<file path="src/rtl/core/efp_pkg.sv">
`timescale 1ns / 1ps
`default_nettype none
// ----------------------------------------------------------------------------
// efp_pkg
// shared types, constants and helpers of the escape-time fractal pixel block
// ----------------------------------------------------------------------------
package efp_pkg;

    localparam int IMAGE_WIDTH   = 1024;
    localparam int IMAGE_HEIGHT  = 1024;
    localparam int FRACTION_BITS = 28;

    localparam int PIX_W   = 10;  // pixel coordinate width
    localparam int DX_W    = 13;  // signed pixel minus half size
    localparam int COMP_W  = 32;  // one complex component
    localparam int STEP_W  = 31;
    localparam int MAP_W   = COMP_W + DX_W;
    localparam int PROD_W  = 2 * COMP_W;
    localparam int SUM_W   = PROD_W + 2;
    localparam int CNT_W   = 16;
    localparam int KIND_W  = 3;
    localparam int CFG_IDX_W = 3;

    localparam logic [KIND_W-1:0] KIND_JULIA_A = KIND_W'(2);
    localparam logic [KIND_W-1:0] KIND_SHIP    = KIND_W'(3);
    localparam logic [KIND_W-1:0] KIND_JULIA_B = KIND_W'(4);

    localparam logic signed [SUM_W-1:0] ESC_BOUND = SUM_W'(4) <<< FRACTION_BITS;
    localparam logic signed [SUM_W-1:0] SAT_MAX   = SUM_W'(64'sd2147483647);
    localparam logic signed [SUM_W-1:0] SAT_MIN   = -SUM_W'(64'sd2147483648);

    // reset values of the configuration registers
    localparam logic [KIND_W-1:0]        RST_KIND    = KIND_W'(1);
    localparam logic [STEP_W-1:0]        RST_STEP    = STEP_W'(1048576);
    localparam logic signed [COMP_W-1:0] RST_OFF_RE  = -32'sd187904819;
    localparam logic [CNT_W-1:0]         RST_LIMIT   = CNT_W'(100);

    typedef enum logic [CFG_IDX_W-1:0] {
        CFG_KIND     = 3'd0,
        CFG_STEP_RE  = 3'd1,
        CFG_STEP_IM  = 3'd2,
        CFG_OFF_RE   = 3'd3,
        CFG_OFF_IM   = 3'd4,
        CFG_JULIA_RE = 3'd5,
        CFG_JULIA_IM = 3'd6,
        CFG_LIMIT    = 3'd7
    } t_cfg_idx;

    typedef enum logic [2:0] {
        ST_IDLE,
        ST_MAP,
        ST_INIT,
        ST_MUL,
        ST_UPD,
        ST_DONE
    } t_state;

    typedef struct packed {
        logic [KIND_W-1:0]        kind;
        logic [STEP_W-1:0]        step_re;
        logic [STEP_W-1:0]        step_im;
        logic signed [COMP_W-1:0] offset_re;
        logic signed [COMP_W-1:0] offset_im;
        logic signed [COMP_W-1:0] julia_re;
        logic signed [COMP_W-1:0] julia_im;
        logic [CNT_W-1:0]         limit;
    } t_cfg;

    typedef struct packed {
        logic load;
        logic map;
        logic init;
        logic mul;
        logic upd;
    } t_dp_cmd;

    typedef struct packed {
        logic limit_hit;
        logic escape;
    } t_dp_stat;

    function automatic logic signed [COMP_W-1:0] sat32(input logic signed [SUM_W-1:0] v);
        logic signed [COMP_W-1:0] r;
        if (v > SAT_MAX) begin
            r = SAT_MAX[COMP_W-1:0];
        end else if (v < SAT_MIN) begin
            r = SAT_MIN[COMP_W-1:0];
        end else begin
            r = v[COMP_W-1:0];
        end
        return r;
    endfunction

endpackage
`default_nettype wire

</file>
<file path="src/rtl/core/efp_ctrl.sv">
`timescale 1ns / 1ps
`default_nettype none
// ----------------------------------------------------------------------------
// efp_ctrl
// sequencer: pixel mapping, then multiply / update steps until escape or limit
// ----------------------------------------------------------------------------
module efp_ctrl (
    input  wire logic             i_clk,
    input  wire logic             i_rst_n,
    input  wire logic             i_start,
    input  wire efp_pkg::t_dp_stat i_stat,
    output efp_pkg::t_dp_cmd      o_cmd,
    output logic                  o_busy,
    output logic                  o_done
);

    efp_pkg::t_state r_state;
    efp_pkg::t_state n_state;

    always_ff @(posedge i_clk) begin
        if (!i_rst_n) begin
            r_state <= efp_pkg::ST_IDLE;
        end else begin
            r_state <= n_state;
        end
    end

    always_comb begin
        n_state = r_state;
        case (r_state)
            efp_pkg::ST_IDLE: begin
                if (i_start) n_state = efp_pkg::ST_MAP;
            end
            efp_pkg::ST_MAP:  n_state = efp_pkg::ST_INIT;
            efp_pkg::ST_INIT: n_state = efp_pkg::ST_MUL;
            efp_pkg::ST_MUL: begin
                n_state = i_stat.limit_hit ? efp_pkg::ST_DONE : efp_pkg::ST_UPD;
            end
            efp_pkg::ST_UPD: begin
                n_state = i_stat.escape ? efp_pkg::ST_DONE : efp_pkg::ST_MUL;
            end
            efp_pkg::ST_DONE: n_state = efp_pkg::ST_IDLE;
            default:          n_state = efp_pkg::ST_IDLE;
        endcase
    end

    always_comb begin
        o_cmd  = '0;
        o_busy = 1'b1;
        o_done = 1'b0;
        case (r_state)
            efp_pkg::ST_IDLE: begin
                o_cmd.load = 1'b1;
                o_busy     = 1'b0;
            end
            efp_pkg::ST_MAP:  o_cmd.map  = 1'b1;
            efp_pkg::ST_INIT: o_cmd.init = 1'b1;
            efp_pkg::ST_MUL:  o_cmd.mul  = 1'b1;
            efp_pkg::ST_UPD:  o_cmd.upd  = 1'b1;
            efp_pkg::ST_DONE: o_done     = 1'b1;
            default:          o_busy     = 1'b1;
        endcase
    end

endmodule
`default_nettype wire

</file>
<file path="config.mk">
export PLATFORM = sky130hd
export DESIGN_NAME = efp_ctrl
export DESIGN_NICKNAME = d
export VERILOG_FILES = /design/src/rtl/core/efp_pkg.sv /design/src/rtl/core/efp_ctrl.sv
export SDC_FILE = /design/constraint.sdc
export NUM_CORES = 1
export LEC_CHECK = 0
export ABC_CLOCK_PERIOD_IN_PS = 1100
export BUFFER_PORTS_ARGS = -buffer_cell sky130_fd_sc_hd__buf_2
export CAP_MARGIN = 20
export CORE_AREA = 10 10 47 49
export DETAILED_ROUTE_END_ITERATION = 12
export DIE_AREA = 0 0 57 59
export GPL_ROUTABILITY_DRIVEN = 0
export PLACE_DENSITY = 0.49
export SLEW_MARGIN = 10
export SYNTH_ARGS = -nofsm -noshare
export SYNTH_HDL_FRONTEND = slang
export SYNTH_SLANG_ARGS = --single-unit
</file>
<file path="constraint.sdc">
create_clock -name i_clk -period 1.1 [get_ports i_clk]
set_input_delay 0.22 -clock i_clk [delete_from_list [all_inputs] [get_ports i_clk]]
set_output_delay 0.22 -clock i_clk [all_outputs]
set_load 0.005 [all_outputs]
</file>
# Yosys cells after proc, flatten, opt, wreduce, memory -nomap -nowiden
# Cells that the tools add are included.
dict set report totals {
  word_cells 19
  in_bits 5
  reg_bits 3
  out_inout_bits 7
}
dict set report op_classes {
  n_reduce_logical 1
  eq_ne 6
  n_mux 11
}
# op count
set ops {}
lappend ops {{one-hot mux 3 bit (5 select lines)} 1}
lappend ops {{2-to-1 mux 1 bit} 8}
lappend ops {{equality test 3 x 2 -> 1 bit, second input constant} 2}
lappend ops {{equality test 3 bit, second input constant} 2}
lappend ops {{2-to-1 mux 3 bit} 2}
lappend ops {{equality test 3 x 1 -> 1 bit, second input constant} 1}
lappend ops {{zero test 3 bit} 1}
lappend ops {{!= test 2 bit, second input constant} 1}

# Depth between registers and ports, before layout
# Gate-level depths: netlist of the first run.
dict set report depth {
  ltp_word 2
  mapped_depth 3
  mapped_depth_nobuf 2
}

# Worst setup path after synthesis of the first run
# Ideal clock, no wire load.
dict set report synth_path {
  kind {flip-flop to output port}
  start {register r_state[1]}
  end {output o_cmd[4] (netlist name)}
  required_ns 0.880
  n_path_buf 1
  t_arrival_ns 0.858
  path_stages_with_launch 4
  setup_slack_ns 0.022
  cell_sequence {dfxtp_1 buf_6 or3_4 inv_2}
}
# item line_no
set synth_rtl {}
lappend synth_rtl {{start, declared} efp_ctrl.sv:17} ;# efp_pkg::t_state r_state;
lappend synth_rtl {{start signal, assigned} efp_ctrl.sv:22} ;# r_state <= efp_pkg::ST_IDLE;
lappend synth_rtl {{start signal, assigned} efp_ctrl.sv:24} ;# r_state <= n_state;
lappend synth_rtl {{end, declared} efp_ctrl.sv:12} ;# output efp_pkg::t_dp_cmd o_cmd,

==> key figures, run 1 <==
Synthesis
  – Mean post-synth cell area: 9.90 um2
  – Seq cells post-synth: 3
  – Mapped Area: 228 um2
  – Cell accounting for the most synthesized area: dfxtp_1
  – Gate Count Post-Synth: 23
  – Yosys warns: 0
  – Largest cells by area after synthesis: dfxtp_1, buf_6, nor3b_1
  – Post-synth net total: 28
  – Post-synth cell types: 18
  – Register area share after synthesis: 26.4%
  – Synth top area share: 26.4%

Routing
  – Post-Route WL: 716 um
  – DRC Markers: 0
  – Routed WL per cell: 11.4 um
  – Antenna Nets Post-Route: 0
  – Vias: 258
  – 1st-iter DRT viols: 1
  – Routed vias/inst: 4.10
  – Drt pass-1 iters: 2

STA
  – Clock skew: 0.00131 ns
  – Slew margin rel.: 89.6%
  – Max Slew Vio Count: 0
  – Hold Vio Cnt, Final: 0
  – Slew at the pin with the worst max-slew slack: 0.156 ns
  – Period Utilization, post-route: 120%
  – Fmax: 0.761 GHz
  – RSZ-0062 raised after global routing: yes
  – Finish-stage setup viols: 9
  – Final worst slack: -0.215 ns
  – Minimum clock period: 1.31 ns

Clock network
  – CTS Sinks: 3
  – Clk pin slew, worst setup/hold paths: 0.03 ns
  – CTS tree: yes
  – Num CTS Buffers: 3
  – Root buffer cell: clkbuf_4
  – H-Tree Depth: 1
  – CTS Buffer Depth: 2
  – Clock Latency Late Sink: 0.23 ns

Placed design
  – Placed insts: 52
  – Input/output buffers: 11
  – HPWL Detailed: 491 um

Floorplan
  – Die area: 3360 um2
  – Core footprint: 1400 um2
  – Die height: 59 um
  – Die X: 57 um
  – Ports: 12
  – Row Count: 14
  – Initial Util: 16.2%

Power and ir drop
  – Maximum VDD drop: 0.474 mV
  – Power Dens Cells: 1180 nW/um2
  – Total power: 0.506 mW
  – Static leakage: 0.221 nW

Layout
  – Number of flip-flops in the largest register: 3
  – Fillers: 157
  – Final cell count without fillers: 63
  – Commonest non-fill, non-tap cell in the layout: buf_2
  – Net count, final: 53
  – Commonest cells after routing, fill and taps aside: buf_2, buf_4, buf_6
  – Largest Register: r_state
  – Registers with the most flip-flops: r_state: 3 flops
  – Ratio of cells with drive above 1 in the final layout: 78.7%
  – Layout area overhead: 87.9%
  – # diodes: 0

GRT
  – GR Overflow Total: 0
  – Largest net degree at the start of global routing: 9
  – Vias in the first global route: 249
  – Initial antenna violation count: 0
  – Overall routing resource usage: 4.28%
  – Global-route wire length before repair: 1090 um

Run status
  – Outcome: complete, but fails checks
  – Violated checks: negative setup slack

Critical path
  – Kind of critical path: register to output pin
  – Worst Path Max Fanout: 8
  – R2r worst-path depth: 5
  – Minimum setup slack among reg-to-reg paths: -0.06 ns
  – Worst R2R End: r_state[2]
  – Critical path endpoint category: output pin
  – Worst EP required: 0.88 ns
  – Reg2reg start: r_state[0]
  – Startpoint types: register
  – Critical Path AT: 1.09 ns

Flow run
  – Max_cap viols: 0

Worst hold path
  – WHS Path Cells: 2
  – Hold Path Class: input port to register
  – Startpoint of the worst hold path: i_rst_n
  – Hold EP: r_state[2]
## critical path: stages, from the launching register on
cell     delay (ns)
dfxtp_4        0.36
or3_4          0.37
inv_2          0.06
buf_6          0.08
## synthesized netlist by cell type
cell      n
and2b_2   1
and3b_1   1
and3b_2   1
and4bb_2  1
buf_4     1
buf_6     2
dfxtp_1   3
inv_2     1
nand2_1   1
nand2b_1  1
nor2b_1   1
nor3b_1   3
o2111a_1  1
o21a_1    1
o21ai_0   1
o21ba_2   1
o311a_1   1
or3_4     1
## cell type report
cell class              instances  area (um2)  share of cell area [%]
well taps                      16        20.0                    4.68
multi-input cells              16         144                    33.6
inverters                       1        3.75                   0.877
flip-flops and latches          3        71.3                    16.7
clock buffers                   4        26.3                    6.14
repair buffers                 23         163                    38.0
## metrics by stage
stage          worst slack [ns]  hold WS (ns)  utilization, %  instance area [um2]  setup TNS [ns]
6_report                 -0.215         0.251            30.5                  428           -1.22
5_1_grt                  -0.251         0.250            30.5                  428           -1.59
2_1_floorplan            0.0217         0.337               -                  228               0
3_3_place_gp            -0.0232         0.471            22.1                  310         -0.0277
4_1_cts                  -0.230         0.229            27.5                  385           -1.19
3_5_place_dp            -0.0134         0.475            22.1                  310         -0.0281
## logic make-up (layout without fill, tap and decap cells)
logic type	Yosys count	in the layout	share of synthesized area, %
buffers and inverters	4	28	14.8
AND/OR/NAND/NOR	11	11	39.6
AO/OA/AOI/OAI	5	5	19.2
flip-flops	3	3	26.4
## routing by layer
layer / vias up / share of wire [%] / GRT usage (%)
met4: 0 / 0 / 4.03
met3: 0 / 14 / 3.65
met1: 115 / 49 / 5.11
met2: 12 / 37 / 4.19
met5: - / 0 / 0
li1: 131 / - / -
## worst max-delay path by stage
stage	slack, ns	from	endpoint	cells after the start
after global placement	-0.02	r_state[0]	o_cmd[3]	3
after detailed placement	-0.01	r_state[0]	o_cmd[3]	3
after CTS	-0.23	r_state[1]	o_cmd[4]	3
final	-0.21	r_state[2]	o_cmd[4]	3
after global routing	-0.25	r_state[1]	o_cmd[4]	3
after floorplan	0.02	r_state[1]	o_cmd[4]	3
## what timing repair did
action | in CTS | in global routing
hold endpoints to repair | 0 | 0
hold buffers | 0 | 0
setup endpoints to repair | 7 | 8
resized for setup | 9 | 3
cloned | 0 | 0
buffers inserted | 3 | 4
pin swaps | 2 | 4
## report_power, final
part	internal [mW]	switching [mW]
Combinational	0.122	0.0616
Clock	0.136	0.0529
Sequential	0.120	0.0142
Power figures use the tool's default switching activity.
==> run 2: changes to the inputs <==
- CELL_PAD_IN_SITES_DETAIL_PLACEMENT: not set -> 1
- CELL_PAD_IN_SITES_GLOBAL_PLACEMENT: not set -> 2
- PLACE_DENSITY: 0.49 -> 0.68
==> run 2 against run 1 <==
Routed wire length increased by 21%. The flow still finishes with violations (negative setup slack). Total power increased by 2.9%. Global-route usage increased by 1.7 points. Clock power increased by 3%. Critical endpoint unchanged. Sequential power about the same. Combinational power increased by 3%. Largest cell class unchanged. Critical path type unchanged. Die area unchanged. Register-to-register slack improved by 0.02 ns. Utilization increased by 0.71 points.
==> key figures, run 2 (synthesized netlist as in run 1, its figures left out) <==
Run status
  – Outcome: complete, but fails checks
  – Violated checks: negative setup slack

Layout
  – Largest Register: r_state
  – Footprint of the multi-input gates: 146 um2 (+1.7%)
  – Fin area: 438 um2 (+2.3%)
  – Fillers: 169 (+7.6%)
  – Commonest cells after routing, fill and taps aside: buf_2, buf_4, buf_6
  – Layout area overhead: 92.3%
  – # diodes: 0 (unchanged)
  – Ratio of cells with drive above 1 in the final layout: 80.9% (+2.1 points)
  – Register area: 71.3 um2 (unchanged)
  – Commonest non-fill, non-tap cell in the layout: buf_2
  – Registers with the most flip-flops: r_state: 3 flops
  – Number of flip-flops in the largest register: 3 (unchanged)
  – Net count, final: 53 (unchanged)

STA
  – Hold WS: 0.243 ns (-0.00818 ns)
  – Minimum clock period: 1.34 ns (+0.0211 ns)
  – Slew at the pin with the worst max-slew slack: 0.208 ns (+0.0520 ns)
  – Fin Setup TNS: -1.28 ns (-0.0565 ns)
  – Slew margin rel.: 86.1% (-3.5 points)
  – Fmax: 0.749 GHz (-1.6%)
  – Final worst slack: -0.236 ns (-0.0211 ns)
  – Period Utilization, post-route: 121% (+1.9 points)
  – Finish-stage setup viols: 8 (-1)
  – Hold Vio Cnt, Final: 0 (unchanged)
  – RSZ-0062 raised after global routing: yes
  – Clock skew: 0.00466 ns (+0.00335 ns)
  – Max Slew Vio Count: 0 (unchanged)

Placed design
  – HPWL Detailed: 586 um (+20%)
  – Placed cell area: 318 um2 (+2.4%)
  – Input/output buffers: 11 (unchanged)
  – Post-placement setup slack: -0.0621 ns (-0.0487 ns)

Critical path
  – Kind of critical path: register to output pin
  – Crit-path cells: or3_4 > inv_2 > buf_6
  – Critical path endpoint category: output pin
  – Worst Path Max Fanout: 4 (-4)
  – CP max-delay cell: or3_4
  – Worst EP required: 0.88 ns (about the same)
  – Critical Path AT: 1.12 ns (+0.03 ns)
  – Startpoint types: register
  – Largest stage delay, worst path: 0.39 ns (+0.02 ns)

Routing
  – Routed WL per cell: 13.7 um (+21%)
  – 1st-iter DRT viols: 4 (+3)
  – Drt pass-1 iters: 4 (+2)
  – Routed vias/inst: 4.21 (+2.7%)
  – Vias: 265 (+2.7%)
  – Antenna Nets Post-Route: 0 (unchanged)
  – DRC Markers: 0 (unchanged)
  – Post-Route WL: 863 um (+21%)

Clock network
  – Num CTS Buffers: 3 (unchanged)
  – CTS Sinks: 3 (unchanged)
  – Clock Latency Late Sink: 0.24 ns (about the same)
  – H-Tree Depth: 1 (unchanged)
  – CTS Buffer Depth: 2 (unchanged)
  – Clk pin slew, worst setup/hold paths: 0.04 ns (about the same)
  – Root buffer cell: clkbuf_4
  – Hold-fix buffers at CTS: 0 (unchanged)
  – CTS tree: yes

GRT
  – Vias in the first global route: 312 (+25%)
  – GR Overflow Total: 0 (unchanged)
  – Global-route wire length before repair: 1500 um (+38%)
  – Overall routing resource usage: 6.01% (+1.7 points)
  – Largest net degree at the start of global routing: 7 (-2)
  – Initial antenna violation count: 0 (unchanged)

Power and ir drop
  – Static leakage: 0.221 nW (+0.35%)
  – Maximum VDD drop: 0.409 mV (-14%)
  – Power Dens Cells: 1190 nW/um2 (+0.54%)

Floorplan
  – Row Count: 14 (unchanged)
  – Ports: 12 (unchanged)
  – Core footprint: 1400 um2 (unchanged)
  – Die area: 3360 um2 (unchanged)
  – Die height: 59 um (unchanged)
  – Initial Util: 16.2% (unchanged)
  – Die X: 57 um (unchanged)

Flow run
  – Max_cap viols: 0 (unchanged)

Worst hold path
  – Hold Path Class: input port to register
==> run 2: changes by cell type in the layout (fill, tap and decap cells not counted), sizes merged <==
cell / delta
buf: -1
clkbuf: +1
==> run 2: final cells by class <==
class,count,area share (%)
flip-flops and latches,3,16.3
inverters,1,0.857
well taps,16,4.57
repair buffers,23,38.9
clock buffers,4,6.00
multi-input cells,16,33.4
==> run 2: report_power, final <==
group | total [mW] | internal (mW) | switching, mW
clock | 0.195 | 0.136 | 0.0587
combinational | 0.189 | 0.126 | 0.0633
sequential | 0.137 | 0.120 | 0.0169
total | 0.521 | 0.382 | 0.139
==> run 2: per-stage QoR <==
step / cells / util (%) / power (mW)
after floorplan: 23 / - / 0.212
after global placement: 53 / 22.7 / 0.270
after detailed placement: 53 / 22.7 / 0.275
after CTS: 62 / 30.4 / 0.529
after global routing: 63 / 31.3 / 0.576
final: 63 / 31.3 / 0.521
==> run 2: worst max-delay path: cells and delay by family, from the launching register on <==
family,cells,cell delay (ns)
buf+inv,2,0.14
flops,1,0.35
simple gates,1,0.39
==> run 2: worst paths after layout <==
check,start,to,slack (ns),depth (start not counted)
max,r_state[1],o_cmd[4],-0.24,3
min,i_rst_n,r_state[2],0.24,2
max reg2reg,r_state[2],r_state[1],-0.04,4
min reg2reg,r_state[1],r_state[1],0.69,2
==> run 2: timing repair <==
| action | CTS | global route |
|---|---|---|
| gates resized for setup | 14 | 2 |
| buffers inserted | 5 | 1 |
| setup endpoints to repair | 8 | 7 |
| pin swaps | 3 | 0 |
==> run 2: layer usage <==
layer  vias up  part of all wire (%)  global-route usage [%]  wire (um)
li1        132                     -                       -          -
met1       119                    49                    6.30        421
met2        14                    43                    8.68        368
met3         0                   8.5                    3.86         73
met4         0                     0                    4.03          0
met5         -                     0                       0          0
